--- src/hdl/rmt_pkg.sv ---
package rmt_pkg;

  // tree shape
  localparam int LEAVES     = 1024;
  localparam int VALUE_BITS = 32;
  localparam int NODES      = 2 * LEAVES;
  localparam int NODE_W     = $clog2(NODES);          // node index width
  localparam int R_W        = NODE_W + 1;             // right bound may reach NODES
  localparam int POS_W      = 10;                     // position field width
  localparam int VAL_PORT_W = 32;                     // value field width
  localparam int WIDE_W     = (R_W > POS_W) ? R_W : POS_W;

  // transaction kinds
  localparam logic KIND_UPDATE = 1'b0;
  localparam logic KIND_QUERY  = 1'b1;

  typedef struct packed {
    logic                  written;
    logic [VALUE_BITS-1:0] value;
  } entry_t;

  localparam entry_t ENTRY_EMPTY = '{written: 1'b0, value: '1};

endpackage

--- src/hdl/rmt_merge.sv ---
// shared merge unit: smaller value, written flags combined
module rmt_merge (
  input  rmt_pkg::entry_t a,
  input  rmt_pkg::entry_t b,
  output rmt_pkg::entry_t y
);

  always_comb begin
    y.value   = (b.value < a.value) ? b.value : a.value;
    y.written = a.written | b.written;
  end

endmodule

--- config.mk ---
export PLATFORM = sky130hd
export DESIGN_NAME = rmt_merge
export DESIGN_NICKNAME = d
export VERILOG_FILES = /design/src/hdl/rmt_pkg.sv /design/src/hdl/rmt_merge.sv
export SDC_FILE = /design/constraint.sdc
export NUM_CORES = 1
export LEC_CHECK = 0
export BUFFER_PORTS_ARGS = -buffer_cell sky130_fd_sc_hd__buf_2
export CAP_MARGIN = 40
export CORE_ASPECT_RATIO = 1.75
export CORE_UTILIZATION = 35
export DETAILED_ROUTE_END_ITERATION = 12
export PLACE_DENSITY = 0.74
export SKIP_LAST_GASP = 1
export SYNTH_ARGS = -nofsm -noshare
export SYNTH_HDL_FRONTEND = slang
export SYNTH_SLANG_ARGS = --single-unit
--- constraint.sdc ---
create_clock -name vclk -period 3.6
set_clock_uncertainty 0.2 [all_clocks]
set_input_delay 0.9 -clock vclk [all_inputs]
set_output_delay 0.9 -clock vclk [all_outputs]
set_load 0.01 [all_outputs]
==> results of run 1 <==
## cell usage after synthesis
library cell / instances
and4_1: 2
o21a_1: 1
and3_1: 1
nor2_1: 3
a21o_1: 3
nand2_1: 7
buf_12: 3
o311a_4: 1
mux2_4: 30
or2_2: 2
and2_1: 1
a2111oi_4: 1
nand4_1: 3
a211oi_1: 1
o21ai_0: 2
o31ai_1: 1
mux2_2: 2
a221o_1: 1
nand2b_4: 1
nand3_1: 3
a21oi_1: 8
ha_1: 31
a221oi_1: 3
inv_1: 31
## layer usage
layer / up-vias / routed length [um]
met1: 655 / 1210
li1: 726 / -
met5: - / 0
met3: 4 / 149
met2: 48 / 2160
met4: 0 / 36
## what timing repair did
action | CTS | global route
endpoints found under the hold margin | 0 | 0
endpoints found under the setup margin | 32 | 32
cloned | 0 | 2
gates resized for setup | 2 | 39
pin swaps | 0 | 1
## power groups by stage
stage | Sequential [W] | Clock, W | Combinational [W]
after floorplan | 0 | 0 | 0.000215
after global placement | 0 | 0 | 0.000319
after detailed placement | 0 | 0 | 0.000326
after CTS | 0 | 0 | 0.000329
after global routing | 0 | 0 | 0.000420
final | 0 | 0 | 0.000389
## cell families after synthesis
logic type	after synthesis	share of synthesized area, %
multiplexers	32	35.2
AO/OA/AOI/OAI	22	13.4
AND/OR/NAND/NOR	23	9.49
adder cells (fa/ha/maj)	31	28.8
buffers and inverters	34	13.1
## through the flow
| step | cell area, um2 | setup TNS (ns) |
|---|---|---|
| 2_1_floorplan | 1440 | -2.29 |
| 3_3_place_gp | 2030 | -14.09 |
| 3_5_place_dp | 2030 | -15.02 |
| 4_1_cts | 2040 | -13.96 |
| 5_1_grt | 2280 | -16.48 |
| 6_report | 2280 | -13.31 |
## worst max path at each step
stage	from	endpoint	slack (ns)	cells after the start
2_1_floorplan	b[25]	y[10]	-0.08	7
3_3_place_gp	a[17]	y[31]	-0.46	11
3_5_place_dp	b[5]	y[0]	-0.49	10
4_1_cts	a[26]	y[13]	-0.45	10
5_1_grt	b[25]	y[6]	-0.53	9
6_report	b[5]	y[6]	-0.44	10
## cell type report
cell class,count,area [um2],area share (%)
Multi-Input combinational cell,108,1270,55.7
Timing Repair Buffer,110,823,36.1
Inverter,31,129,5.66
Tap cell,46,57.6,2.53
==> impl_metrics.env, run 1 <==
export IMPL_outcome="complete, but fails checks"
export IMPL_violations="setup timing"
export IMPL_core_area_um2=3660
export IMPL_gr_usage_met1_pct=14.4
export IMPL_grt_pass1_wl_um=5150
export IMPL_grt_use_met2_pct=32.6
export IMPL_areaGrowthSynthToFinish_pct=69.4
export IMPL_dieArea_um2=4100
export IMPL_arrival_ns=2.94
export IMPL_final_core_util_pct=62.2
export IMPL_vias_per_cell=4.86
export IMPL_grt_busiest_layer="met2"
export IMPL_avgSynthCellArea_um2=9.47
export IMPL_dr_pass1_iters=4
export IMPL_crit_family="compound AO/OA/AOI/OAI gates"
export IMPL_max_cap_viol_count=0
export IMPL_hold_slack_ns=1.86
export IMPL_num_rows=29
export IMPL_wirelength_um=3550
export IMPL_postSynthCellCount=142
export IMPL_p_leak_nw=1.32
export IMPL_portBuffers=99
export IMPL_pwr_share_clk_pct=0
export IMPL_grt_max_degree=18
export IMPL_swShare_pct=39.1
export IMPL_setup_viol=32
export IMPL_grtUsageTotal_pct=14.9
export IMPL_p_sw_w=0.000152
export IMPL_pre_cts_ws_ns=-0.487
export IMPL_fill_cells=341
export IMPL_finalCritPeriodShare_pct=112
export IMPL_holdBufCountCts=0
export IMPL_use_met3_pct=1.09
export IMPL_die_w_um=48.9
export IMPL_start_util_pct=36.7
export IMPL_dpl_cell_count=293
export IMPL_peakVddDrop_mv=0.0876
export IMPL_globalplace_congestion=0.783
export IMPL_diodes=0
export IMPL_hold_violations=0
export IMPL_synth_area_leader_cell="mux2_4"
export IMPL_p_int_w=0.000237
export IMPL_synth_warnings=0
export IMPL_synth_top_area_share_pct=33.5
export IMPL_hold_class="input port to output pin"
export IMPL_ys_seq_area_share_pct=0
export IMPL_ios=99
export IMPL_p_total_w=0.000389
export IMPL_worstSetupStartpointType="input port"
export IMPL_worstPathCellList="buf_2 -> ha_1 -> and3_4 -> a221oi_2 -> o31ai_2 -> a211oi_2 -> o311a_4 -> clkbuf_16 -> mux2_4 -> buf_6"
export IMPL_min_to="y[32]"
export IMPL_layout_drive_gt1_share_pct=65.9
export IMPL_power_frac_comb_pct=100.0
export IMPL_period_minus_slack_ns=4.04
export IMPL_worstHoldStart="a[32]"
export IMPL_crit_buf_inv=3
export IMPL_vias=1433
export IMPL_crit_required_ns=2.50
export IMPL_seq_power_share_pct=0
export IMPL_ys_types=24
export IMPL_die_h_um=84.0
export IMPL_crit_fanout=8
export IMPL_hold_path_depth=3
export IMPL_layout_area_seq_um2=0
export IMPL_drt_iter0_drc=8
export IMPL_grt_pass1_vias=1342
export IMPL_final_cells=295
export IMPL_power_density_nw_per_um2=171
export IMPL_path_class="input port to output pin"
export IMPL_seq_cells=0
export IMPL_layout_commonest_cell="buf_2"
export IMPL_hpwlAfterDp_um=2970
export IMPL_slowest_delay_ns=0.31
export IMPL_drc=0
export IMPL_worst_pin_slew_ns=0.282
export IMPL_nClkBuffers=0
export IMPL_antenna_found_initial=0
export IMPL_syn_nets=239
export IMPL_cpMaxStageDelayCell="mux2_4"
export IMPL_fmax_ghz=0.248
export IMPL_critPathCaptureType="output pin"
export IMPL_avgRoutedWirePerCell_um=12.0
export IMPL_synth_area_leaders="mux2_4 (33%), ha_1 (29%), inv_1 (8.7%), buf_12 (4.5%), a21oi_1 (3.0%)"
export IMPL_final_cell_mix="buf_2 (70), mux2_4 (32), buf_6 (28)"
export IMPL_gr_total_overflow=0
export IMPL_rsz0062_at_grt="true"
export IMPL_synth_area_um2=1350
export IMPL_ant_nets=0
export IMPL_finalMaxSlewViolations=0
export IMPL_setup_slack_ns=-0.436
export IMPL_post_cts_buffers=0
export IMPL_layout_nets=348
export IMPL_slew_headroom_pct=81.0
No activity file was read; power rests on OpenSTA's default activity.
==> run 2, diff against run 1 <==
- RECOVER_POWER: unset -> 100
==> run 2 against run 1 <==
  * Via count stayed put
  * Non-clock buffer count stayed put
  * The run still ends with setup timing left
  * First-iteration DRC count is the same
  * Cell area hardly changed
==> impl_metrics.env, run 2 (synthesized netlist as in run 1, its figures left out) <==
export IMPL_hold_violations=0
export IMPL_cpMaxStageDelayCell="mux2_4"
export IMPL_setup_tns_ns=-13.31
export IMPL_die_h_um=84.0
export IMPL_worstPathCellList="buf_2 -> ha_1 -> and3_4 -> a221oi_2 -> o31ai_2 -> a211oi_2 -> o311a_4 -> clkbuf_16 -> mux2_4 -> buf_6"
export IMPL_p_total_w=0.000389
export IMPL_layout_area_seq_um2=0
export IMPL_grtUsageTotal_pct=14.9
export IMPL_finalCritPeriodShare_pct=112
export IMPL_peakVddDrop_mv=0.0876
export IMPL_max_cap_viol_count=0
export IMPL_seq_cells=0
export IMPL_core_area_um2=3660
export IMPL_arrival_ns=2.94
export IMPL_crit_required_ns=2.50
export IMPL_holdBufCountCts=0
export IMPL_period_minus_slack_ns=4.04
export IMPL_dr_pass1_iters=4
export IMPL_hold_path_depth=3
export IMPL_hpwlAfterDp_um=2970
export IMPL_avgRoutedWirePerCell_um=12.0
export IMPL_grt_pass1_vias=1342
export IMPL_drc=0
export IMPL_rsz0062_at_grt="true"
export IMPL_gr_total_overflow=0
export IMPL_violations="setup timing"
export IMPL_ios=99
export IMPL_post_cts_buffers=0
export IMPL_worstSetupStartpointType="input port"
export IMPL_final_cells=295
export IMPL_hold_slack_ns=1.89
export IMPL_setup_slack_ns=-0.436
export IMPL_num_rows=29
export IMPL_slowest_delay_ns=0.31
export IMPL_die_w_um=48.9
export IMPL_setup_viol=32
export IMPL_ant_nets=0
export IMPL_portBuffers=99
export IMPL_wl_met1_um=1210
export IMPL_outcome="complete, but fails checks"
export IMPL_final_cell_mix="buf_2 (69), mux2_4 (32), buf_6 (28)"
export IMPL_vias=1433
export IMPL_min_to="y[32]"
export IMPL_fmax_ghz=0.248
export IMPL_start_util_pct=36.7
export IMPL_grt_max_degree=18
export IMPL_areaGrowthSynthToFinish_pct=69.3
export IMPL_worst_pin_slew_ns=0.282
export IMPL_diodes=0
export IMPL_grt_pass1_wl_um=5150
export IMPL_drt_iter0_drc=8
export IMPL_dpl_cell_count=293
export IMPL_slew_headroom_pct=81.0
export IMPL_vias_per_cell=4.86
export IMPL_wl_met3_um=149
export IMPL_met2_length_um=2160
export IMPL_critPathCaptureType="output pin"
export IMPL_globalplace_congestion=0.783
export IMPL_crit_fanout=8
export IMPL_power_density_nw_per_um2=171
export IMPL_fill_cells=342
export IMPL_hold_class="input port to output pin"
export IMPL_highest_layer="met4"
export IMPL_wirelength_um=3550
export IMPL_p_leak_nw=1.32
export IMPL_antenna_found_initial=0
export IMPL_layout_drive_gt1_share_pct=65.5
export IMPL_worstHoldStart="a[32]"
export IMPL_finalMaxSlewViolations=0
export IMPL_layout_nets=348
export IMPL_dieArea_um2=4100
export IMPL_nClkBuffers=0
export IMPL_layout_commonest_cell="buf_2"
export IMPL_path_class="input port to output pin"
## run 2: worst max-delay path, delay by kind of cell
family                   cells  cell delay (ns)
AND/OR/NAND/NOR              1             0.16
buffers and inverters        3             0.42
multiplexers                 1             0.31
AO/OA/AOI/OAI                4             0.85
adder cells (fa/ha/maj)      1             0.29
## run 2: report_power, final
group,total (W),internal (W),switching (W),leakage (nW)
clock network,0,0,0,0
registers,0,0,0,0
logic,0.000389,0.000237,0.000152,1.32
## run 2: through the flow
step / area (um2) / util (%) / worst slack, ns
floorplan: 1440 / - / -0.0765
global placement: 2030 / 55.3 / -0.459
detailed placement: 2030 / 55.3 / -0.487
CTS: 2040 / 55.5 / -0.454
global route: 2280 / 62.1 / -0.534
finish: 2280 / 62.1 / -0.436
## run 2: repair_timing
item,4_1_cts,5_1_grt
gates resized for setup,2,39
gates cloned,0,2
pin swaps,0,1
endpoints found under the setup margin,32,32
## run 2: how the worst max path moves through the flow
stage	cells past startpoint	endpoint	from	slack, ns
after floorplan	7	y[10]	b[25]	-0.08
after detailed placement	10	y[0]	b[5]	-0.49
final	10	y[6]	b[5]	-0.44
after global placement	11	y[31]	a[17]	-0.46
after global routing	9	y[6]	b[25]	-0.53
after CTS	10	y[13]	a[26]	-0.45
## run 2: area by class of cell
cell class	count	area, um2	area share (%)
inverters	31	129	5.66
multi-input cells	108	1270	55.7
well taps	46	57.6	2.53
repair buffers	110	822	36.1
## run 2: routing by layer
metal / global-route usage (%) / vias to the layer above
met5: 0 / -
met2: 32.6 / 48
met1: 14.4 / 655
li1: - / 726
met3: 1.09 / 4
met4: 2.14 / 0
